===== config.mk =====
export PLATFORM = sky130hd
export DESIGN_NAME = svqe_pos_lane
export DESIGN_NICKNAME = d
export VERILOG_FILES = /design/src/hw/rtl/sprite_quad_vertex_expander_defines.svh /design/src/hw/rtl/svqe_pkg.sv /design/src/hw/rtl/svqe_pos_lane.sv
export SDC_FILE = /design/constraint.sdc
export NUM_CORES = 2
export LEC_CHECK = 0
export BUFFER_PORTS_ARGS = -buffer_cell sky130_fd_sc_hd__buf_2
export CORE_AREA = 2 2 318 226
export DETAILED_ROUTE_END_ITERATION = 10
export DIE_AREA = 0 0 320 228
export GPL_ROUTABILITY_DRIVEN = 0
export HOLD_SLACK_MARGIN = 0.05
export PLACE_DENSITY_LB_ADDON = 0.15
export RECOVER_POWER = 50
export SYNTH_ARGS = -nofsm -noshare
export SYNTH_HDL_FRONTEND = slang
export SYNTH_SLANG_ARGS = --single-unit
export TNS_END_PERCENT = 100

===== constraint.sdc =====
create_clock -name clk -period 6.2 [get_ports clk]
set_input_delay 0.31 -clock clk [delete_from_list [all_inputs] [get_ports clk]]
set_output_delay 0.31 -clock clk [all_outputs]
set_load 0.1 [all_outputs]

===== src/hw/rtl/sprite_quad_vertex_expander_defines.svh =====
// ----------------------------------------------------------------------------
// Sprite quad vertex expander: assertion macros
// Shared concurrent assertion forms used by the expander modules.
// ----------------------------------------------------------------------------
`ifndef SPRITE_QUAD_VERTEX_EXPANDER_DEFINES_SVH
`define SPRITE_QUAD_VERTEX_EXPANDER_DEFINES_SVH

// Same-cycle implication, disabled while in reset
`define SVQE_ASSERT_IMP(label, ck, rs, ante, cons, msg) \
  label: assert property (@(posedge ck) disable iff (rs) (ante) |-> (cons)) \
    else $error(msg);

// Next-cycle implication, disabled while in reset
`define SVQE_ASSERT_NEXT(label, ck, rs, ante, cons, msg) \
  label: assert property (@(posedge ck) disable iff (rs) (ante) |=> (cons)) \
    else $error(msg);

`endif


===== src/hw/rtl/svqe_pkg.sv =====
// ----------------------------------------------------------------------------
// svqe_pkg
// Widths, register indexes, reset values and shared types of the sprite quad
// vertex expander.
// ----------------------------------------------------------------------------
`default_nettype none

package svqe_pkg;

  localparam int POS_W   = 24;  // signed Q16.8 positions
  localparam int TEX_W   = 24;  // unsigned Q8.16 texture coordinates
  localparam int SRC_W   = 16;  // texel edges
  localparam int EDGE_W  = SRC_W + 1;
  localparam int COEF_W  = 16;  // signed Q4.12 coefficients
  localparam int INV_W   = 24;  // unsigned Q1.23 reciprocals
  localparam int ROW_W   = 56;
  localparam int TEXS_W  = 48;
  localparam int COLOR_W = 32;
  localparam int SLOT_W  = 3;
  localparam int CFG_W   = 56;
  localparam int IDX_W   = 3;

  localparam logic [SLOT_W-1:0] LAST_SLOT = 3'd5;

  // Configuration register indexes
  typedef enum logic [IDX_W-1:0] {
    CFG_ROW_X     = 3'd0,
    CFG_ROW_Y     = 3'd1,
    CFG_ROW_Z     = 3'd2,
    CFG_TEX_INV   = 3'd3,
    CFG_COLOR_A   = 3'd4,
    CFG_COLOR_B   = 3'd5,
    CFG_COLOR_C   = 3'd6,
    CFG_COLOR_D   = 3'd7
  } cfg_reg_t;

  localparam logic [ROW_W-1:0]   ROW_X_RST = 56'h00_0000_0000_1000;
  localparam logic [ROW_W-1:0]   ROW_Y_RST = 56'h00_0000_1000_0000;
  localparam logic [ROW_W-1:0]   ROW_Z_RST = 56'h0;
  localparam logic [TEXS_W-1:0]  TEX_INV_RST = 48'h8000_0080_0000;
  localparam logic [COLOR_W-1:0] COLOR_RST = 32'hFFFF_FFFF;

  // Quad corners: A origin, B (0,h), C (w,h), D (w,0)
  typedef enum logic [1:0] {
    CORNER_A = 2'd0,
    CORNER_B = 2'd1,
    CORNER_C = 2'd2,
    CORNER_D = 2'd3
  } corner_t;

  typedef struct packed {
    logic signed [POS_W-1:0] dst_left;
    logic signed [POS_W-1:0] dst_top;
    logic signed [POS_W-1:0] dst_width;
    logic signed [POS_W-1:0] dst_height;
    logic [SRC_W-1:0]        src_left;
    logic [SRC_W-1:0]        src_top;
    logic [SRC_W-1:0]        src_width;
    logic [SRC_W-1:0]        src_height;
  } quad_t;

  // Sequencer to datapath: one vertex slot of the held quad
  typedef struct packed {
    logic              valid;
    logic [SLOT_W-1:0] slot;
    quad_t             quad;
  } seq_item_t;

  // Triangle order 0,1,2,0,2,3
  function automatic corner_t corner_of(input logic [SLOT_W-1:0] slot);
    corner_t c;
    case (slot)
      3'd0:    c = CORNER_A;
      3'd1:    c = CORNER_B;
      3'd2:    c = CORNER_C;
      3'd3:    c = CORNER_A;
      3'd4:    c = CORNER_C;
      3'd5:    c = CORNER_D;
      default: c = CORNER_A;
    endcase
    return c;
  endfunction

endpackage

`default_nettype wire


===== src/hw/rtl/svqe_pos_lane.sv =====
// ----------------------------------------------------------------------------
// svqe_pos_lane
// One affine row: products, rounded sum, saturation to signed Q16.8.
// Three register stages, all moved by the shared advance.
// ----------------------------------------------------------------------------
`default_nettype none

module svqe_pos_lane (
  input  wire logic                                  clk,
  input  wire logic                                  adv,
  input  wire logic [svqe_pkg::ROW_W-1:0]            row,
  input  wire logic signed [svqe_pkg::POS_W-1:0]     px,
  input  wire logic signed [svqe_pkg::POS_W-1:0]     py,
  input  wire logic signed [svqe_pkg::POS_W-1:0]     origin,
  output logic signed [svqe_pkg::POS_W-1:0]          result
);

  logic signed [svqe_pkg::COEF_W-1:0] cx;
  logic signed [svqe_pkg::COEF_W-1:0] cy;
  logic signed [svqe_pkg::POS_W-1:0]  off;

  logic signed [39:0] prod_x;
  logic signed [39:0] prod_y;
  logic signed [24:0] base;
  logic signed [41:0] acc;
  logic signed [29:0] whole;

  assign cx  = row[15:0];
  assign cy  = row[31:16];
  assign off = row[55:32];

  // Stage 2: coefficient products and offset plus origin
  always_ff @(posedge clk) begin
    if (adv) begin
      prod_x <= 40'(cx) * 40'(px);
      prod_y <= 40'(cy) * 40'(py);
      base   <= 25'(off) + 25'(origin);
    end
  end

  // Stage 3: sum at 20 fraction bits with half an output step added
  always_ff @(posedge clk) begin
    if (adv) begin
      acc <= 42'(prod_x) + 42'(prod_y) + (42'(base) <<< 12) + 42'sd2048;
    end
  end

  // Floor to 8 fraction bits
  assign whole = acc[41:12];

  // Stage 4: saturate to signed 24 bits
  always_ff @(posedge clk) begin
    if (adv) begin
      if (whole[29:23] == {7{whole[29]}}) begin
        result <= whole[23:0];
      end else begin
        result <= whole[29] ? 24'sh800000 : 24'sh7FFFFF;
      end
    end
  end

endmodule

`default_nettype wire


==> results by group <==
Layout
  • Final core utilization: 0.581
  • Fill cell count: 6281
  • Multi-input gate area: 27500 um^2
  • Reg area: around 4800 um^2
  • Layout cell share with drive strength beyond 1: 0.125
  • Commonest non-fill, non-tap cell in the layout: inv_1
  • Nets: approximately 5.3k
  • Area grow syn2layout: 13.6%
  • Non-Filler Instances: 5083
  • Antenna diodes: 0
  • Commonest cells after routing, fill and taps aside: 892 x inv_1, 777 x fa_1, 491 x nand2_1

Global route
  • Met3 Usage GRT: 0.0336
  • Met1 Use GR: 0.379
  • Initial antenna violation count: 0
  • Vias in the first global route: 27.1k
  • First-pass GRT wire length: between 100000 and 150000 um
  • Met2 Track Usage GR: 0.363
  • Largest net degree at the start of global routing: between 100 and 150
  • GR Overflow Total: 0
  • GRT Total Usage: 0.242
  • GR peak layer: met1

Clocking
  • H-tree Lvls: 4
  • Reg clk slew, reported paths: roughly 60 ps
  • CTS tree: yes
  • CTS Hold Bufs: 0
  • CTS max path bufs: 2
  • Root buffer selected by CTS: clkbuf_16
  • TritonCTS Buffers: 17
  • Skew-Pair Late Insertion Delay: 440 ps
  • CTS sink cnt: about 160

Detailed routing
  • Vias: 25.8k
  • Wirelength, routed: 82000 um
  • DRC: 0
  • Routed Antenna Nets: 0
  • Initial DRC Count: 1592
  • DRT Pass-1 Iters: 5
  • Mean routed wirelength per cell: 16.1 um
  • Average vias per placed instance: 5.07

Setup path
  • Worst flop-to-flop path startpoint: prod_x[12]$_DFFE_PP_
  • Required @ worst endpoint: 6380 ps
  • R2r setup slk: around 2300 ps
  • Peak fanout along the critical path: 9
  • End of the worst register-to-register path: acc[32]$_DFFE_PP_
  • Critical Path Sink Type: flip-flop
  • Reg2reg path depth: 11
  • WS Path Type: input port to flip-flop
  • Crit path DAT: ~6000 ps
  • Startpoint Class: input port

STA
  • Hold Fails Final Rpt: 0
  • Fin crit share: 0.967
  • Final Max Tran Viols: 102
  • Final setup violation count: 0
  • Setup Skew: 12.6 ps
  • Rel. slew slack: -2.60
  • Fin crit period: 6000 ps
  • Maximum clock frequency: 167 MHz
  • Worst-Margin Slew: roughly 5400 ps

Placement
  • HPWL Detailed: 72400 um
  • Placed cell count: 5050
  • Port Buf Inserts: 153

Synth
  • Sequential fraction of the synthesis area: 0.133
  • Synth Area per Inst: 9.57 um^2
  • #FFs+latches synth: 159
  • Mapped cell area: 36000 um^2
  • Yosys warnings: 0
  • EDFF count, synth: 159
  • Ys flop type: edfxtp_1
  • Async set-reset flop share out of synthesis: 0
  • Syn Nets: 4939
  • Syn Inst Count: 3762
  • Synth unique cells: 64

Die
  • I/O pin cnt: ~150
  • Die height: 228 um
  • Initial Util: 0.512
  • Rows: 82
  • Die width: between 300 and 400 um
  • Die footprint: 73000 um^2
  • Core area: 70400 um^2

Job
  • Max Cap Viol: 1

Run status
  • Status: complete, but fails checks
  • Failing checks: max-capacitance violations, max-slew violations

Hold path
  • WHS Path Cells: 2
  • Worst min path class: input port to flip-flop
  • Beginning of the worst hold path: origin[0]
  • Hold Path Sink: base[0]$_DFFE_PP_
-- Yosys cell counts, types with 4 or more instances --
cell type,number,share of area
inv_1,892,0.093
fa_1,777,0.43
nand2_1,491,0.051
and2_1,308,0.054
ha_1,270,0.094
edfxtp_1,159,0.13
clkbuf_1,126,0.013
nor2_1,116,0.012
a21oi_1,105,0.015
xnor2_1,92,0.022
o21ai_0,79,0.011
a21o_1,49,0.010
nand2b_1,27,0.0047
xor2_1,26,0.0063
nand3_1,25,0.0035
o21a_1,25,0.0052
nor3_1,23,0.0032
a211oi_1,20,0.0042
o21bai_1,15,0.0031
and3_1,14,0.0024
nor2b_1,10,0.0017
a31oi_1,8,0.0014
nand4_1,8,0.0014
a211o_1,6,0.0015
a21boi_0,6,0.0013
nor4_1,6,0.0010
o211ai_1,6,0.0013
o21ai_1,6,0.00083
a221o_1,4,0.0011
a31o_2,4,0.00097
and4_1,4,0.00097
-- layout make-up --
| type | instances | share of cell area |
|---|---|---|
| clock buffers | 17 | 0.0104 |
| clock inverters | 15 | 0.00428 |
| inverters | 892 | 0.0819 |
| multi-input cells | 2585 | 0.671 |
| flip-flops and latches | 159 | 0.117 |
| well taps | 924 | 0.0283 |
| repair buffers | 491 | 0.0873 |
-- metal layers --
metal,vias up,part of all wire
li1,12100,-
met1,13000,0.49
met2,604,0.44
met3,76,0.054
met4,0,0.017
met5,-,0
-- worst max-delay path, cell delays in order --
cell	delay, ps
buf_2	130
buf_12	140
buf_4	140
and2_1	150
fa_1	510
fa_1	540
inv_1	50
fa_1	510
inv_1	60
fa_1	500
fa_1	490
inv_1	50
fa_1	480
inv_1	40
ha_1	320
nand3_1	130
nor2_1	50
a221o_1	360
o2bb2ai_1	140
a31oi_1	290
a21oi_2	140
a221o_1	360
mux2i_1	160
nand4_1	100
-- sequential cells by signal (all words and copies together), names as in the netlist --
register	count
result	24
base	25
prod_y	40
acc	30
prod_x	40
-- per-stage QoR --
step,setup WS [ps],instance area (um^2),setup TNS [ps],hold WS (ps)
floorplan,109,36000,0,422
global placement,-396,40300,-1960,527
detailed placement,-411,40300,-2970,531
CTS,38.7,40900,0,158
global route,-8.01,40900,-8.01,159
finish,202,40900,0,175
-- logic make-up (layout without fill, tap and decap cells) --
| kind of cell | Yosys count | count (layout) | share of synthesized area |
|---|---|---|---|
| adders and majority gates | 1047 | 1047 | 0.526 |
| and+or+nand+nor | 1047 | 1047 | 0.139 |
| buffers and inverters | 1018 | 1415 | 0.106 |
| AOI/OAI and AO/OA | 372 | 372 | 0.0677 |
| DFF | 159 | 159 | 0.133 |
| xor gates and xnor gates | 118 | 118 | 0.0287 |
| muxes | 1 | 1 | 0.000278 |
-- what timing repair did --
action	CTS	global route
setup buffers	0	1
setup endpoints to repair	0	10
gates resized for setup	0	9
-- worst max-delay path by stage --
| stage | start | to | slack, ps | cells past startpoint |
|---|---|---|---|---|
| 2_1_floorplan | px[13] | prod_x[39]$_DFFE_PP_ | 110 | 23 |
| 3_3_place_gp | row[17] | prod_y[38]$_DFFE_PP_ | -400 | 22 |
| 3_5_place_dp | row[17] | prod_y[36]$_DFFE_PP_ | -410 | 24 |
| 4_1_cts | row[17] | prod_y[38]$_DFFE_PP_ | 40 | 24 |
| 5_1_grt | row[17] | prod_y[36]$_DFFE_PP_ | -8 | 25 |
| 6_report | row[2] | prod_x[39]$_DFFE_PP_ | 200 | 24 |
Power is not shown: default switching activity piles up to over one toggle a cycle in this logic, so the estimate is an artifact.
