File: src/hw/rtl/sprite_quad_vertex_expander_defines.svh
// ----------------------------------------------------------------------------
// Sprite quad vertex expander: assertion macros
// Shared concurrent assertion forms used by the expander modules.
// ----------------------------------------------------------------------------
`ifndef SPRITE_QUAD_VERTEX_EXPANDER_DEFINES_SVH
`define SPRITE_QUAD_VERTEX_EXPANDER_DEFINES_SVH

// Same-cycle implication, disabled while in reset
`define SVQE_ASSERT_IMP(label, ck, rs, ante, cons, msg) \
  label: assert property (@(posedge ck) disable iff (rs) (ante) |-> (cons)) \
    else $error(msg);

// Next-cycle implication, disabled while in reset
`define SVQE_ASSERT_NEXT(label, ck, rs, ante, cons, msg) \
  label: assert property (@(posedge ck) disable iff (rs) (ante) |=> (cons)) \
    else $error(msg);

`endif

File: src/hw/rtl/svqe_pkg.sv
// ----------------------------------------------------------------------------
// svqe_pkg
// Widths, register indexes, reset values and shared types of the sprite quad
// vertex expander.
// ----------------------------------------------------------------------------
`default_nettype none

package svqe_pkg;

  localparam int POS_W   = 24;  // signed Q16.8 positions
  localparam int TEX_W   = 24;  // unsigned Q8.16 texture coordinates
  localparam int SRC_W   = 16;  // texel edges
  localparam int EDGE_W  = SRC_W + 1;
  localparam int COEF_W  = 16;  // signed Q4.12 coefficients
  localparam int INV_W   = 24;  // unsigned Q1.23 reciprocals
  localparam int ROW_W   = 56;
  localparam int TEXS_W  = 48;
  localparam int COLOR_W = 32;
  localparam int SLOT_W  = 3;
  localparam int CFG_W   = 56;
  localparam int IDX_W   = 3;

  localparam logic [SLOT_W-1:0] LAST_SLOT = 3'd5;

  // Configuration register indexes
  typedef enum logic [IDX_W-1:0] {
    CFG_ROW_X     = 3'd0,
    CFG_ROW_Y     = 3'd1,
    CFG_ROW_Z     = 3'd2,
    CFG_TEX_INV   = 3'd3,
    CFG_COLOR_A   = 3'd4,
    CFG_COLOR_B   = 3'd5,
    CFG_COLOR_C   = 3'd6,
    CFG_COLOR_D   = 3'd7
  } cfg_reg_t;

  localparam logic [ROW_W-1:0]   ROW_X_RST = 56'h00_0000_0000_1000;
  localparam logic [ROW_W-1:0]   ROW_Y_RST = 56'h00_0000_1000_0000;
  localparam logic [ROW_W-1:0]   ROW_Z_RST = 56'h0;
  localparam logic [TEXS_W-1:0]  TEX_INV_RST = 48'h8000_0080_0000;
  localparam logic [COLOR_W-1:0] COLOR_RST = 32'hFFFF_FFFF;

  // Quad corners: A origin, B (0,h), C (w,h), D (w,0)
  typedef enum logic [1:0] {
    CORNER_A = 2'd0,
    CORNER_B = 2'd1,
    CORNER_C = 2'd2,
    CORNER_D = 2'd3
  } corner_t;

  typedef struct packed {
    logic signed [POS_W-1:0] dst_left;
    logic signed [POS_W-1:0] dst_top;
    logic signed [POS_W-1:0] dst_width;
    logic signed [POS_W-1:0] dst_height;
    logic [SRC_W-1:0]        src_left;
    logic [SRC_W-1:0]        src_top;
    logic [SRC_W-1:0]        src_width;
    logic [SRC_W-1:0]        src_height;
  } quad_t;

  // Sequencer to datapath: one vertex slot of the held quad
  typedef struct packed {
    logic              valid;
    logic [SLOT_W-1:0] slot;
    quad_t             quad;
  } seq_item_t;

  // Triangle order 0,1,2,0,2,3
  function automatic corner_t corner_of(input logic [SLOT_W-1:0] slot);
    corner_t c;
    case (slot)
      3'd0:    c = CORNER_A;
      3'd1:    c = CORNER_B;
      3'd2:    c = CORNER_C;
      3'd3:    c = CORNER_A;
      3'd4:    c = CORNER_C;
      3'd5:    c = CORNER_D;
      default: c = CORNER_A;
    endcase
    return c;
  endfunction

endpackage

`default_nettype wire

File: src/hw/rtl/svqe_quad_if.sv
// ----------------------------------------------------------------------------
// svqe_quad_if
// Quad input channel: valid/ready handshake with the sprite quad payload.
// ----------------------------------------------------------------------------
`default_nettype none

interface svqe_quad_if;
  logic                                  valid;
  logic                                  ready;
  logic signed [svqe_pkg::POS_W-1:0]     dst_left;
  logic signed [svqe_pkg::POS_W-1:0]     dst_top;
  logic signed [svqe_pkg::POS_W-1:0]     dst_width;
  logic signed [svqe_pkg::POS_W-1:0]     dst_height;
  logic [svqe_pkg::SRC_W-1:0]            src_left;
  logic [svqe_pkg::SRC_W-1:0]            src_top;
  logic [svqe_pkg::SRC_W-1:0]            src_width;
  logic [svqe_pkg::SRC_W-1:0]            src_height;

  modport source (
    output valid, dst_left, dst_top, dst_width, dst_height,
           src_left, src_top, src_width, src_height,
    input  ready
  );

  modport sink (
    input  valid, dst_left, dst_top, dst_width, dst_height,
           src_left, src_top, src_width, src_height,
    output ready
  );
endinterface

`default_nettype wire

File: src/hw/rtl/svqe_seq.sv
// ----------------------------------------------------------------------------
// svqe_seq
// Holds one quad and steps through its six vertex slots, one per advance.
// ----------------------------------------------------------------------------
`default_nettype none
`include "sprite_quad_vertex_expander_defines.svh"

module svqe_seq (
  input  wire logic            clk,
  input  wire logic            rst,
  svqe_quad_if.sink            quad,
  input  wire logic            adv,
  output svqe_pkg::seq_item_t  item
);

  logic                          busy;
  logic [svqe_pkg::SLOT_W-1:0]   slot;
  svqe_pkg::quad_t               held;

  // Take a new quad when empty or when the last slot leaves this cycle
  assign quad.ready = !busy || (adv && (slot == svqe_pkg::LAST_SLOT));

  // Load the quad, then advance the slot counter
  always_ff @(posedge clk) begin
    if (rst) begin
      busy <= 1'b0;
      slot <= '0;
    end else if (quad.valid && quad.ready) begin
      busy <= 1'b1;
      slot <= '0;
    end else if (adv && busy) begin
      if (slot == svqe_pkg::LAST_SLOT) begin
        busy <= 1'b0;
      end else begin
        slot <= slot + 3'd1;
      end
    end
  end

  // Capture the quad payload
  always_ff @(posedge clk) begin
    if (quad.valid && quad.ready) begin
      held.dst_left   <= quad.dst_left;
      held.dst_top    <= quad.dst_top;
      held.dst_width  <= quad.dst_width;
      held.dst_height <= quad.dst_height;
      held.src_left   <= quad.src_left;
      held.src_top    <= quad.src_top;
      held.src_width  <= quad.src_width;
      held.src_height <= quad.src_height;
    end
  end

  assign item.valid = busy;
  assign item.slot  = slot;
  assign item.quad  = held;

  `SVQE_ASSERT_IMP(a_slot_range, clk, rst, busy, slot <= svqe_pkg::LAST_SLOT, "slot out of range")
  `SVQE_ASSERT_NEXT(a_load_first, clk, rst, quad.valid && quad.ready, busy && slot == 3'd0, "quad load did not restart at slot 0")
  `SVQE_ASSERT_NEXT(a_stall_hold, clk, rst, busy && !adv, busy && $stable(slot), "slot moved during a stall")

endmodule

`default_nettype wire

File: src/flat_wrapper.sv
// flat-port wrapper written by rule: the top's interface ports become plain ports
module svqe_seq_flat 
  (clk, rst, adv, item, quad_valid, quad_dst_left, quad_dst_top, quad_dst_width, quad_dst_height, quad_src_left, quad_src_top, quad_src_width, quad_src_height, quad_ready);
  svqe_quad_if quad_i ();
  input  wire logic clk;
  input  wire logic rst;
  input  wire logic adv;
  output svqe_pkg::seq_item_t item;
  input wire logic [$bits(quad_i.valid)-1:0] quad_valid;
  input wire logic [$bits(quad_i.dst_left)-1:0] quad_dst_left;
  input wire logic [$bits(quad_i.dst_top)-1:0] quad_dst_top;
  input wire logic [$bits(quad_i.dst_width)-1:0] quad_dst_width;
  input wire logic [$bits(quad_i.dst_height)-1:0] quad_dst_height;
  input wire logic [$bits(quad_i.src_left)-1:0] quad_src_left;
  input wire logic [$bits(quad_i.src_top)-1:0] quad_src_top;
  input wire logic [$bits(quad_i.src_width)-1:0] quad_src_width;
  input wire logic [$bits(quad_i.src_height)-1:0] quad_src_height;
  output wire logic [$bits(quad_i.ready)-1:0] quad_ready;
  assign quad_i.valid = quad_valid;
  assign quad_i.dst_left = quad_dst_left;
  assign quad_i.dst_top = quad_dst_top;
  assign quad_i.dst_width = quad_dst_width;
  assign quad_i.dst_height = quad_dst_height;
  assign quad_i.src_left = quad_src_left;
  assign quad_i.src_top = quad_src_top;
  assign quad_i.src_width = quad_src_width;
  assign quad_i.src_height = quad_src_height;
  assign quad_ready = quad_i.ready;
  svqe_seq u_core (.clk(clk), .rst(rst), .quad(quad_i), .adv(adv), .item(item));
endmodule
File: config.mk
export PLATFORM = sky130hd
export DESIGN_NAME = svqe_seq_flat
export DESIGN_NICKNAME = d
export VERILOG_FILES = /design/src/hw/rtl/svqe_pkg.sv /design/src/hw/rtl/svqe_quad_if.sv /design/src/hw/rtl/svqe_seq.sv /design/src/flat_wrapper.sv
export VERILOG_INCLUDE_DIRS = /design/src /design/src/hw/rtl
export SDC_FILE = /design/constraint.sdc
export NUM_CORES = 1
export LEC_CHECK = 0
export ABC_AREA = 1
export BUFFER_PORTS_ARGS = -buffer_cell sky130_fd_sc_hd__buf_2
export CORE_AREA = 2 2 127 129
export CTS_CLUSTER_DIAMETER = 120
export DETAILED_ROUTE_END_ITERATION = 8
export DIE_AREA = 0 0 129 131
export SYNTH_ARGS = -nofsm -noshare
export SYNTH_HDL_FRONTEND = slang
export SYNTH_SLANG_ARGS = --single-unit
File: constraint.sdc
create_clock -name clk -period 3.7 [get_ports clk]
set_input_delay 0.37 -clock clk [delete_from_list [all_inputs] [get_ports clk]]
set_output_delay 0.37 -clock clk [all_outputs]
set_load 0.01 [all_outputs]
==> qor.txt <==
outcome - complete, no violations
Die X - 129 µm
Post-Synthesis Cell Area - 5050 µm²
CP Launch Type - flop
Core Area - 15600 µm²
DR vias/cell - 4.06
Final Slew Violations - 0
Worst Clk Skew - 0.00914 ns
M2 GR Usage - 0.230
P_sw - 891 µW
Tmin final - 2.30 ns
Antenna Cells - 0
Worst Hold End - u_core.item[144]$_DFFE_PP_
CP arrival - 2.38 ns
synthesized flop and latch total - 164
Clk pwr share - 0.427
syn avg cell area - 25.6 µm²
top cell type's share of synthesized area - 0.951
RSZ-0062 raised after global routing - false
met3 Track Usage GR - 0.0704
final worst path period share - 0.621
worst setup margin - 1.40 ns
Clock transition at path regs - 0.06 ns
most frequent CP cell - nand2_2
VDD IR-drop max - 0.277 mV
Max Root-Sink Buffers - 2
post-synthesis sequential area ratio - 0.967
row cnt - 46
GRT met1 Usage - 0.142
die span in y - 131 µm
hold path cells - 1
crit-path max FO - 82
Layout area overhead - 51.0%
max cap viols - 0
H-tree depth - 4
Skew-Pair Late Insertion Delay - 0.41 ns
final number of setup-violating endpoints - 0
Synth warnings - 0
leakage - 3.28 nW
Post-Syn Nets - 363
largest cells by area after synthesis - edfxtp_1 (95%), dfxtp_1 (1.6%), nand2_1 (0.59%), inv_1 (0.52%), ha_1 (0.50%)
Root Buffer - clkbuf_16
DP Worst Slack - 1.39 ns
sw frac - 0.202
Final Net Count - 712
actual slew at the worst max-slew pin - 0.728 ns
Setup crit end kind - flop
EDFF count, synth - 160
PostCTS Resize Cnt - 0
Post-CTS Setup Bufs - 0
initial antenna violation count - 1
Cells after Synth - 197
# DRC - 0
Die ar. - 16900 µm²
cts hold-fix bufs - 0
area leader, netlist - edfxtp_1
r2r startpoint - u_core.slot[0]$_SDFFE_PP0P_
logic gate share of total power - 0.072
via count - 3145
CP max-delay cell - inv_6
Starting DRT DRC Count - 187
R2R setup slack - 1.40 ns
internal power - 3.51 mW
Post-DP HPWL - 9260 µm
most common library cells after synthesis - edfxtp_1 (160), nand2_1 (8), inv_1 (7)
PwrDens - 577 nW/µm²
Layout fillers - 1334
first-pass GRT wire length - 16700 µm
share of total power in sequential cells - 0.501
largest net degree at the start of global routing - 83
RR Endpoint - u_core.item[121]$_DFFE_PP_
Routed Antenna Nets - 0
worst-case reg-to-reg path depth - 6
grt ovf - 0
layout cells sized above 1 - 0.656
Critical Path Start - u_core.slot[0]$_SDFFE_PP0P_
routability-driven placement congestion ratio - 0.754
crit path kind - flop to flop
# IOs - 329
DRT Pass-1 Iters - 4
hold_sp - quad_dst_left[8]
Hold Vio Cnt, Final - 0
initial core utilization - 0.324
FMAX - 0.435 GHz
GRT Util Overall - 0.135
Routed WL - 12100 µm
slowest stage delay, CP - 0.54 ns
relative max-transition margin - 0.514
Routed WL per cell - 15.7 µm
placed instance area - 7000 µm²
busiest grt layer - met2
vias in the first global route - 3233
TNS Setup - 0 ns
HP Class - input port to flop
Yosys cell types - 12
Top FF cell, synth - edfxtp_1
data required time of the worst path - 3.78 ns
Final Cell Area - 7630 µm²
total CTS buffers - 17
count leader, synth - edfxtp_1
Clock Sinks - 164
worst path cell trace - ha_1 > nand3_1 > nand2_2 > nand2_2 > inv_6 > buf_4
CTS tree - built
post-synthesis async set-or-reset flop share - 0
port buffer count - 328
[cell usage in the layout, fill, tap and decap left out]
cell and count:
inv_6 4, nand2_1 8, nand3_1 4, bufinv_16 5
nand2_2 4, a21oi_2 1, clkinv_4 1, clkbuf_1 1
edfxtp_1 160, nand4_1 1, buf_4 2, clkbuf_16 17
buf_12 1, clkinvlp_4 1, clkinv_1 2, dfxtp_1 4
inv_2 1, inv_1 7, ha_1 2, nor2_1 3
buf_2 328, clkinv_2 1
[power groups by stage]
stage / combinational, mW / clock [mW] / sequential [mW]
floorplan: 0.0465 / 0 / 2.31
global placement: 0.317 / 0 / 2.24
detailed placement: 0.324 / 0 / 2.24
CTS: 0.324 / 1.92 / 2.21
global route: 0.347 / 2.00 / 2.21
finish: 0.317 / 1.88 / 2.20
[cells by family after synthesis]
| logic type | share of synthesized area |
|---|---|
| adder cells (fa/ha/maj) | 0.00495 |
| AND/OR/NAND/NOR | 0.0183 |
| AO/OA/AOI/OAI | 0.00173 |
| flip-flops | 0.967 |
| buffers and inverters | 0.00817 |
[cell type report]
type	instances	area, µm²	share of cell area
clock inverter	13	205	0.0269
inverter	9	38.8	0.00508
clock buffer	18	429	0.0562
sequential	164	4880	0.640
tap	216	270	0.0354
multi-input combinational	23	126	0.0166
timing repair buffer	331	1680	0.220
[critical path: cells and delay by family, from the launching register on]
kind	cells	cell delay, ns
adder cells (fa/ha/maj)	1	0.23
buffers and inverters	2	0.97
flip-flops	1	0.40
AND/OR/NAND/NOR	3	0.33
[worst max-delay path by stage]
| stage | to | slack, ns | cells after the start |
|---|---|---|---|
| final | u_core.item[121]$_DFFE_PP_ | 1.40 | 6 |
| after CTS | u_core.item[121]$_DFFE_PP_ | 1.37 | 6 |
| after detailed placement | u_core.item[79]$_DFFE_PP_ | 1.39 | 6 |
| after global placement | u_core.item[22]$_DFFE_PP_ | 1.51 | 6 |
| after floorplan | u_core.item[0]$_DFFE_PP_ | 0.61 | 5 |
| after global routing | u_core.item[37]$_DFFE_PP_ | 1.20 | 6 |
[through the flow]
step           hold slack (ns)  utilization  std cells  total power, mW
6_report                 0.128        0.489        774             4.40
4_1_cts                  0.105        0.489        774             4.45
3_3_place_gp             0.506        0.449        743             2.56
3_5_place_dp             0.522        0.449        743             2.57
2_1_floorplan            0.432            -        197             2.36
5_1_grt                  0.102        0.489        774             4.56
[flip-flops by register name (all words and copies together), names as in the netlist]
signal	flops
u_core.item	160
u_core.slot	3
u_core.busy	1
[routing by layer]
layer  vias to the layer above  part of all wire
met5                         -                 0
met4                         0             0.011
met3                        11              0.11
met2                       189              0.52
met1                      1479              0.36
li1                       1466                 -
Note: power is estimated with default switching activity, not from simulation.
