File: config.mk
export PLATFORM = sky130hd
export DESIGN_NAME = svqe_tex_lane
export DESIGN_NICKNAME = d
export VERILOG_FILES = /design/src/hw/rtl/sprite_quad_vertex_expander_defines.svh /design/src/hw/rtl/svqe_pkg.sv /design/src/hw/rtl/svqe_tex_lane.sv
export SDC_FILE = /design/constraint.sdc
export NUM_CORES = 1
export LEC_CHECK = 0
export BUFFER_PORTS_ARGS = -buffer_cell sky130_fd_sc_hd__buf_2
export CORE_ASPECT_RATIO = 1.1
export CORE_MARGIN = 1
export CORE_UTILIZATION = 60
export CTS_BUF_LIST = sky130_fd_sc_hd__clkbuf_8
export DETAILED_ROUTE_END_ITERATION = 8
export PLACE_DENSITY = 0.82
export REMOVE_ABC_BUFFERS = 1
export SLEW_MARGIN = 20
export SYNTH_ARGS = -nofsm -noshare
export SYNTH_HDL_FRONTEND = slang
export SYNTH_SLANG_ARGS = --single-unit
File: constraint.sdc
create_clock -name clk -period 10.85 [get_ports clk]
set_input_delay 1.6275 -clock clk [delete_from_list [all_inputs] [get_ports clk]]
set_output_delay 1.6275 -clock clk [all_outputs]
set_load 0.01 [all_outputs]
File: src/hw/rtl/sprite_quad_vertex_expander_defines.svh
// ----------------------------------------------------------------------------
// Sprite quad vertex expander: assertion macros
// Shared concurrent assertion forms used by the expander modules.
// ----------------------------------------------------------------------------
`ifndef SPRITE_QUAD_VERTEX_EXPANDER_DEFINES_SVH
`define SPRITE_QUAD_VERTEX_EXPANDER_DEFINES_SVH

// Same-cycle implication, disabled while in reset
`define SVQE_ASSERT_IMP(label, ck, rs, ante, cons, msg) \
  label: assert property (@(posedge ck) disable iff (rs) (ante) |-> (cons)) \
    else $error(msg);

// Next-cycle implication, disabled while in reset
`define SVQE_ASSERT_NEXT(label, ck, rs, ante, cons, msg) \
  label: assert property (@(posedge ck) disable iff (rs) (ante) |=> (cons)) \
    else $error(msg);

`endif

File: src/hw/rtl/svqe_pkg.sv
// ----------------------------------------------------------------------------
// svqe_pkg
// Widths, register indexes, reset values and shared types of the sprite quad
// vertex expander.
// ----------------------------------------------------------------------------
`default_nettype none

package svqe_pkg;

  localparam int POS_W   = 24;  // signed Q16.8 positions
  localparam int TEX_W   = 24;  // unsigned Q8.16 texture coordinates
  localparam int SRC_W   = 16;  // texel edges
  localparam int EDGE_W  = SRC_W + 1;
  localparam int COEF_W  = 16;  // signed Q4.12 coefficients
  localparam int INV_W   = 24;  // unsigned Q1.23 reciprocals
  localparam int ROW_W   = 56;
  localparam int TEXS_W  = 48;
  localparam int COLOR_W = 32;
  localparam int SLOT_W  = 3;
  localparam int CFG_W   = 56;
  localparam int IDX_W   = 3;

  localparam logic [SLOT_W-1:0] LAST_SLOT = 3'd5;

  // Configuration register indexes
  typedef enum logic [IDX_W-1:0] {
    CFG_ROW_X     = 3'd0,
    CFG_ROW_Y     = 3'd1,
    CFG_ROW_Z     = 3'd2,
    CFG_TEX_INV   = 3'd3,
    CFG_COLOR_A   = 3'd4,
    CFG_COLOR_B   = 3'd5,
    CFG_COLOR_C   = 3'd6,
    CFG_COLOR_D   = 3'd7
  } cfg_reg_t;

  localparam logic [ROW_W-1:0]   ROW_X_RST = 56'h00_0000_0000_1000;
  localparam logic [ROW_W-1:0]   ROW_Y_RST = 56'h00_0000_1000_0000;
  localparam logic [ROW_W-1:0]   ROW_Z_RST = 56'h0;
  localparam logic [TEXS_W-1:0]  TEX_INV_RST = 48'h8000_0080_0000;
  localparam logic [COLOR_W-1:0] COLOR_RST = 32'hFFFF_FFFF;

  // Quad corners: A origin, B (0,h), C (w,h), D (w,0)
  typedef enum logic [1:0] {
    CORNER_A = 2'd0,
    CORNER_B = 2'd1,
    CORNER_C = 2'd2,
    CORNER_D = 2'd3
  } corner_t;

  typedef struct packed {
    logic signed [POS_W-1:0] dst_left;
    logic signed [POS_W-1:0] dst_top;
    logic signed [POS_W-1:0] dst_width;
    logic signed [POS_W-1:0] dst_height;
    logic [SRC_W-1:0]        src_left;
    logic [SRC_W-1:0]        src_top;
    logic [SRC_W-1:0]        src_width;
    logic [SRC_W-1:0]        src_height;
  } quad_t;

  // Sequencer to datapath: one vertex slot of the held quad
  typedef struct packed {
    logic              valid;
    logic [SLOT_W-1:0] slot;
    quad_t             quad;
  } seq_item_t;

  // Triangle order 0,1,2,0,2,3
  function automatic corner_t corner_of(input logic [SLOT_W-1:0] slot);
    corner_t c;
    case (slot)
      3'd0:    c = CORNER_A;
      3'd1:    c = CORNER_B;
      3'd2:    c = CORNER_C;
      3'd3:    c = CORNER_A;
      3'd4:    c = CORNER_C;
      3'd5:    c = CORNER_D;
      default: c = CORNER_A;
    endcase
    return c;
  endfunction

endpackage

`default_nettype wire

File: src/hw/rtl/svqe_tex_lane.sv
// ----------------------------------------------------------------------------
// svqe_tex_lane
// Texel edge times reciprocal texture size, rounded to Q8.16 and saturated.
// Three register stages, all moved by the shared advance.
// ----------------------------------------------------------------------------
`default_nettype none

module svqe_tex_lane (
  input  wire logic                           clk,
  input  wire logic                           adv,
  input  wire logic [svqe_pkg::EDGE_W-1:0]    texels,
  input  wire logic [svqe_pkg::INV_W-1:0]     inv,
  output logic [svqe_pkg::TEX_W-1:0]          result
);

  logic [40:0] prod;
  logic [41:0] sum;
  logic [34:0] coord;

  // Stage 2: product at 23 fraction bits
  always_ff @(posedge clk) begin
    if (adv) begin
      prod <= 41'(texels) * 41'(inv);
    end
  end

  // Stage 3: add half an output step
  always_ff @(posedge clk) begin
    if (adv) begin
      sum <= 42'(prod) + 42'd64;
    end
  end

  assign coord = sum[41:7];

  // Stage 4: clamp to 24 bits
  always_ff @(posedge clk) begin
    if (adv) begin
      result <= (|coord[34:24]) ? 24'hFFFFFF : coord[23:0];
    end
  end

endmodule

`default_nettype wire

==> flow_summary.toml, run 1 <==
[setup_path]
cp_common_cell = "fa_1"
cp_max_fo = 24
critical_path.startpoint_type = "primary input"
critPathMaxStageDelay_ps = 590
critPathKind = "primary input to register"
crit_slowest_cell = "fa_1"
worstPathArrival_ps = 7570
crit_chain = "buf_2, nand2_1, fa_1, fa_1, inv_1, fa_1, fa_1, fa_1, inv_1, fa_1, inv_1, ha_1, a21oi_1, o221ai_1, a31oi_1, o21ai_1, a41o_1, a211oi_2, xnor2_1"
critical_path_required_ps = 10950
endpoint_kind = "register"

[synth]
synth_compound_area_share_pct = 4.70
async_flop_share_pct = 0
synth_top_family_by_area = "adder cells"
synth_edf_count = 94
synth_flop_cell = "edfxtp_1"
synth-simple-area-share_pct = 16.4
synth-xor-area-share_pct = 3.57
synth_area_leaders = "fa_1 (39%), edfxtp_1 (17%), inv_1 (8.9%)"
synth_warnings = 0
synth_top_cell_by_area = "fa_1"
synthAdderAreaFrac_pct = 47.7
syn_inst = 1761
synthTopCellsByCount = "inv_1 (394), fa_1 (327), nand2_1 (301), and2_1 (152), ha_1 (114)"
syn_area_sq_um = 16700
synth_cell_types = 51
ys_ff_latch = 94
synth_top_area_share_pct = 39.2
ys_seq_area_share_pct = 16.9
postSynthAreaPerCell_sq_um = 9.48
synth.most_common_cell = "inv_1"
synth.area.mux_share_pct = 0.0599

[floorplanning]
die_h_um = 177
fp-row-count = 63
core-area_sq_um = 27100
io_pins = 67
die_x_um = 161
initial_core_util_pct = 61.6
fp.dieArea_sq_um = 28500

[timing]
clock_skew_ps = 12.1
whs_ps = 511
setup_viol = 0
relSlewSlack_pct = 49.2
finalHoldViolCount = 0
tightest_slew_ps = 762
slew_violations = 0
rsz0062_at_grt = "no"
fmax_mhz = 134
min_period_ps = 7470
fin_crit_sh_pct = 68.9
tns_ps = 0

[detailed_routing]
routed-via-count = 11800
ant_nets = 0
first_iter_violations = 957
vias_per_cell = 5.57
wl_per_cell_um = 17.1
drc = 0
routed_wl_um = 36300
dr.pass1.iters = 6

[clock_network]
cts_hold_buf = 0
clk_latency_ps = 360
cts_max_level = 3
numCtsBuffers = 9
clock-root-buffer = "clkbuf_8"
cts.sinks = 94
clk_path_buf_depth = 2
ctsResizeCount = 0
post_cts_buffers = 0
cts_tree = "yes"
clk_pin_slew_worst_paths_ps = 80

[cells_and_area]
layout-drive-gt1-share_pct = 6.74
area_growth_pct = 4.12
diodes = 0
nets = 2245

[global_route]
grt_max_degree = 95
grt_usage_pct = 27.5
grt_remaining_overflow = 0
grt_pass1_wl_um = 61500
grt_pass1_vias = 12900
grt_antenna_before_repair = 0

[placed_design]
dpl.hpwl_um = 28800
gp_congestion = 0.940
numPortBuffers = 66

[run_status]
outcome = "complete, no violations"

[worst_hold_path]
hp-class = "register to register"

[job]
drv_cap = 0
critical path, delay by kind of cell:
kind	cells	cell delay (ps)
XOR/XNOR	1	100
buffers and inverters	4	570
AND/OR/NAND/NOR	1	160
adder cells (fa/ha/maj)	7	3540
AO/OA/AOI/OAI	6	1560
registers in the layout, indices dropped and copies added (netlist names):
name / count
prod: 35
result: 24
sum: 35
cell families after synthesis:
group | after synthesis
XOR/XNOR | 68
buffers and inverters | 471
adder cells (fa/ha/maj) | 441
flip-flops | 94
multiplexers | 1
AO/OA/AOI/OAI | 118
AND/OR/NAND/NOR | 568
cell type report:
class / count / area [sq um]
sequential: 94 / 2820
fill: 2174 / 9730
clock inverter: 7 / 75.1
timing repair buffer: 66 / 337
multi-input combinational: 1196 / 12100
clock buffer: 9 / 124
tap: 357 / 447
inverter: 394 / 1480
metrics by stage:
stage               utilization (%)  setup slack (ps)  instances  area, sq um
floorplan                         -              3890       1684        16400
global placement               63.4              3220       2107        17200
detailed placement             63.4              3100       2107        17200
CTS                            64.1              3490       2123        17400
global route                   64.1              3200       2123        17400
finish                         64.1              3380       2123        17400
cells in the final DEF (no fill, tap or decap), types with 2 or more instances in the layout:
| cell type | n |
|---|---|
| xor2_1 | 23 |
| o21bai_1 | 5 |
| and3_1 | 9 |
| nor2_1 | 26 |
| o21ai_0 | 26 |
| or2_2 | 25 |
| clkinvlp_4 | 2 |
| and4_1 | 2 |
| nor4_1 | 2 |
| nand4_1 | 18 |
| o221ai_1 | 3 |
| fa_1 | 327 |
| nor3_1 | 7 |
| clkinv_4 | 2 |
| a41o_1 | 3 |
| xnor2_1 | 45 |
| a21o_1 | 9 |
| inv_1 | 395 |
| a21oi_1 | 48 |
| nor3b_1 | 3 |
| a211oi_1 | 2 |
| a31oi_1 | 3 |
| nand3_1 | 17 |
| edfxtp_1 | 94 |
| and2_1 | 152 |
| buf_2 | 65 |
| nand2_1 | 301 |
| o211ai_2 | 2 |
| clkbuf_8 | 9 |
| ha_1 | 114 |
| a21boi_0 | 2 |
path summary, 6_finish.rpt:
check / to / slack, ps / cells past startpoint / start
hold reg to reg: result[11]$_SDFFCE_PP1P_ / 510 / 1 / sum[18]$_DFFE_PP_
setup reg to reg: sum[39]$_DFFE_PP_ / 8630 / 6 / prod[14]$_DFFE_PP_
setup / recovery: prod[36]$_DFFE_PP_ / 3380 / 19 / texels[2]
hold / removal: result[11]$_SDFFCE_PP1P_ / 510 / 1 / sum[18]$_DFFE_PP_
per-layer routing:
metal | vias to the layer above | routed length (um) | GRT usage, % | share of wire [%]
li1 | 5292 | - | - | -
met1 | 5902 | 14300 | 34.8 | 39
met2 | 550 | 18100 | 48.6 | 50
met3 | 80 | 3190 | 4.97 | 8.8
met4 | 0 | 701 | 7.23 | 1.9
met5 | - | 0 | 0 | 0
Power of run 1 is left out: the tool's default activity adds up to more than one toggle a clock period on the data nets, which glitch-free logic cannot reach.
==> inputs of run 2 (changes only) <==
Clock period 10.85 ns to 7.45 ns, I/O delays scaled along.
==> run 2 against run 1 <==
  * Worst hold slack got worse by 9.1 ps
  * Count of clock-buffer cells in the layout did not move
  * Non-clock buffer count rose by 20
  * First-iteration DRC count fell by 24%
  * Via count rose by 0.53%
  * Clock skew fell by 1.6 ps
  * Register-to-register slack got worse by 3500 ps
  * Highest routed layer unchanged
  * Sequential cell count did not move
==> flow_summary.toml, run 2 (synthesized netlist as in run 1, its figures left out) <==
[run_status]
outcome = "complete, no violations"

[floorplanning]
core-area_sq_um = 27100
fp.dieArea_sq_um = 28500
fp-row-count = 63
initial_core_util_pct = 61.6
die_h_um = 177
io_pins = 67
die_x_um = 161

[timing]
relSlewSlack_pct = 59.4
slew_violations = 0
tns_ps = 0
rsz0062_at_grt = "no"
fin_crit_sh_pct = 94.3
tightest_slew_ps = 604
fmax_mhz = 142
min_period_ps = 7030
setup_viol = 0
clock_skew_ps = 10.6
finalHoldViolCount = 0
worst_slack_ps = 425

[setup_path]
critPathMaxStageDelay_ps = 590
crit_chain = "buf_2, nand2_1, fa_1, fa_1, fa_1, fa_1, inv_1, fa_1, inv_1, fa_1, inv_1, ha_1, a21oi_1, o21bai_1, a2111o_1, a41o_1, a31oi_4, mux2i_1, a221oi_2"
path_delay_family = "adder cells"
endpoint_kind = "register"
critical_path_required_ps = 7550
critPathKind = "primary input to register"
cp_max_fo = 24
cp_common_cell = "fa_1"
critical_path.startpoint_type = "primary input"
crit_slowest_cell = "fa_1"
worstPathArrival_ps = 7130
cp_num_buf_inv = 4

[worst_hold_path]
hp-class = "register to register"

[global_route]
grt_usage_pct = 28.0
grt_pass1_wl_um = 62200
grt_antenna_before_repair = 0
grt_remaining_overflow = 0
grt_pass1_vias = 13000
grt_max_degree = 95

[detailed_routing]
vias_per_cell = 5.55
ant_nets = 0
dr.pass1.iters = 5
routed_wl_um = 36800
wl_per_cell_um = 17.2
first_iter_violations = 732
drc = 0
routed-via-count = 11900

[clock_network]
clock-root-buffer = "clkbuf_8"
numCtsBuffers = 9
cts_hold_buf = 0
cts_max_level = 3
ctsResizeCount = 0
clk_pin_slew_worst_paths_ps = 80
clk_path_buf_depth = 2
cts.sinks = 94
post_cts_buffers = 0
clk_latency_ps = 360
cts_tree = "yes"

[cells_and_area]
fillers = 2185
final_cell_mix = "inv_1 (394), fa_1 (327), nand2_1 (301)"
area_growth_pct = 5.33
diodes = 0
reg_top3 = "prod (35), sum (35), result (24)"
final_common_cell = "inv_1"
layout-drive-gt1-share_pct = 7.73
nets = 2265

[placed_design]
dpl.hpwl_um = 29800
gp_congestion = 0.950
pre_cts_slack_ps = 116
numPortBuffers = 66

[job]
drv_cap = 0
==> run 2: cell count changes in the layout (fill, tap and decap cells not counted), sizes merged <==
cell / previous run / this run
inv: 396 / 395
clkinvlp: 2 / 1
clkinv: 2 / 1
bufinv: 1 / 3
buf: 66 / 86
==> run 2: path summary, 6_finish.rpt <==
path / depth (start not counted) / slack, ps / end / start
worst max register to register: 6 / 5160 / sum[39]$_DFFE_PP_ / prod[14]$_DFFE_PP_
worst min-delay path: 1 / 500 / result[0]$_SDFFCE_PP1P_ / sum[7]$_DFFE_PP_
worst min register to register: 1 / 500 / result[0]$_SDFFCE_PP1P_ / sum[7]$_DFFE_PP_
worst max-delay path: 19 / 420 / prod[40]$_DFFE_PP_ / texels[3]
==> run 2: worst register-to-register path, cell delays in order (launching register included) <==
cell and delay [ps]:
edfxtp_1 410, and3_1 240, nand4_1 180, nor3_1 510, nand4_1 290, nor3_1 310
xnor2_1 100
==> run 2: routing by layer <==
layer,track usage [%],wire [um],vias up
met5,0,0,-
met4,9.67,1240,0
met3,4.33,3010,106
met2,49.2,18300,562
met1,35.2,14300,5899
li1,-,-,5320
==> run 2: layout make-up <==
class | count | area [sq um] | share of cell area [%]
inverters | 394 | 1480 | 8.41
well taps | 357 | 447 | 2.54
clock buffers | 9 | 124 | 0.704
clock inverters | 6 | 110 | 0.626
repair buffers | 86 | 503 | 2.86
multi-input cells | 1196 | 12100 | 68.8
flip-flops and latches | 94 | 2820 | 16.1
==> run 2: through the flow <==
step | std cells | area (sq um) | hold slack [ps] | util, %
2_1_floorplan | 1684 | 16400 | 482 | -
3_3_place_gp | 2126 | 17300 | 486 | 63.9
3_5_place_dp | 2126 | 17300 | 489 | 63.9
4_1_cts | 2141 | 17600 | 505 | 64.8
5_1_grt | 2142 | 17600 | 509 | 64.9
6_report | 2142 | 17600 | 502 | 64.9
Power of run 2 is left out for the same reason.
==> inputs of run 3 (changes only) <==
Settings changed: CTS_BUF_LIST sky130_fd_sc_hd__clkbuf_8 to sky130_fd_sc_hd__clkbuf_2 sky130_fd_sc_hd__clkbuf_4 sky130_fd_sc_hd__clkbuf_8, GPL_TIMING_DRIVEN set to 0.
==> run 3 against run 2 <==
  * Count of clock-buffer cells in the layout is the same
  * Utilization shrank 0.65 points
  * Final area shrank 1.0%
  * First-iteration DRC count grew 17%
  * Fmax shrank 1.1%
  * Setup slack lost 75 ps
  * Non-clock buffer count shrank 19
  * Sequential cell count is the same
  * Clock skew shrank 3.3 ps
  * Critical path depth grew 2
==> flow_summary.toml, run 3 (synthesized netlist as in run 1, its figures left out) <==
[floorplanning]
core-area_sq_um = 27100
die_x_um = 161
fp-row-count = 63
fp.dieArea_sq_um = 28500
io_pins = 67
die_h_um = 177
initial_core_util_pct = 61.6

[run_status]
outcome = "complete, no violations"

[detailed_routing]
routed-via-count = 11800
wl_met3_um = 3220
met1_length_um = 13500
top_layer = "met4"
routed_wl_um = 35700
drc = 0
ant_nets = 0
wl_per_cell_um = 16.8
route.met2.wl_um = 17600
dr.pass1.iters = 5
vias_per_cell = 5.57
first_iter_violations = 858

[clock_network]
numCtsBuffers = 9
cts_tree = "yes"
cts.sinks = 94
clk_pin_slew_worst_paths_ps = 80
clk_latency_ps = 340
cts_max_level = 3
clock-root-buffer = "clkbuf_8"
cts_hold_buf = 0
post_cts_buffers = 0
clk_path_buf_depth = 2
ctsResizeCount = 0

[timing]
fin_crit_sh_pct = 95.3
tns_ps = 0
rsz0062_at_grt = "no"
clock_skew_ps = 7.30
slew_violations = 0
relSlewSlack_pct = 57.5
tightest_slew_ps = 638
setup_viol = 0
min_period_ps = 7100
finalHoldViolCount = 0
fmax_mhz = 141
whs_ps = 503

[cells_and_area]
final_cell_mix = "inv_1 (394), fa_1 (327), nand2_1 (301)"
area_growth_pct = 4.27
layout-drive-gt1-share_pct = 6.69
fillers = 2177
nets = 2246
final_common_cell = "inv_1"
seqCellArea_sq_um = 2820
reg_top3 = "prod (35), sum (35), result (24)"
multi_input_area_sq_um = 12100
diodes = 0

[setup_path]
endpoint = "prod[25]$_DFFE_PP_"
critical_path.startpoint_type = "primary input"
critPathKind = "primary input to register"
worstReg2RegStart = "prod[8]$_DFFE_PP_"
rr_endpoint = "sum[39]$_DFFE_PP_"
crit_start = "texels[2]"
r2r_cells = 7
endpoint_kind = "register"
critical_path_required_ps = 7540
cp_max_fo = 24
ff2ff_setup_slack_ps = 5230
worstPathArrival_ps = 7190

[global_route]
grt_remaining_overflow = 0
grt_usage_pct = 27.2
grt_max_degree = 71
grt_pass1_vias = 12700
grt_pass1_wl_um = 60900
grt_antenna_before_repair = 0

[worst_hold_path]
hp-class = "register to register"

[placed_design]
gp_congestion = 0.880
numPortBuffers = 66
dpl.hpwl_um = 27400

[job]
drv_cap = 0
==> run 3: cell type report <==
cell class                 instances  area share [%]
multi-input combinational       1196            69.5
timing repair buffer              67            2.07
sequential                        94            16.2
clock buffer                       9           0.711
tap                              357            2.57
inverter                         394            8.49
clock inverter                     5           0.438
==> run 3: worst min-delay path by stage <==
stage	slack, ps	endpoint	cells past startpoint	startpoint
final	500	result[9]$_SDFFCE_PP1P_	1	sum[16]$_DFFE_PP_
after global routing	520	result[0]$_SDFFCE_PP1P_	1	sum[7]$_DFFE_PP_
after global placement	490	result[23]$_SDFFCE_PP1P_	1	sum[30]$_DFFE_PP_
after CTS	500	result[9]$_SDFFCE_PP1P_	1	sum[16]$_DFFE_PP_
after floorplan	480	result[0]$_SDFFCE_PP1P_	1	sum[7]$_DFFE_PP_
after detailed placement	490	result[9]$_SDFFCE_PP1P_	1	sum[16]$_DFFE_PP_
==> run 3: per-stage QoR <==
stage | setup slack (ps) | area [sq um] | util, % | std cells
global placement | 127 | 17200 | 63.4 | 2107
floorplan | 1000 | 16400 | - | 1684
finish | 350 | 17400 | 64.2 | 2122
detailed placement | 69.6 | 17200 | 63.5 | 2108
global route | 158 | 17400 | 64.2 | 2122
CTS | 437 | 17400 | 64.2 | 2122
==> run 3: routing by layer <==
metal	global-route usage, %	vias to the layer above
met3	3.84	116
li1	-	5290
met5	0	-
met1	34.7	5818
met2	47.4	591
met4	9.94	0
==> run 3: critical path: stages <==
cell and delay [ps]:
buf_2 460, nand2_1 170, fa_1 560, inv_1 60, fa_1 530, inv_1 50, fa_1 510, inv_1 70
fa_1 460, fa_1 520, inv_1 50, fa_1 480, inv_1 40, ha_1 340, a21oi_1 280, o21ai_0 180
a311oi_1 460, o21ai_1 170, a41o_1 330, a21o_1 200, xor2_1 140
Power of run 3 is left out for the same reason.
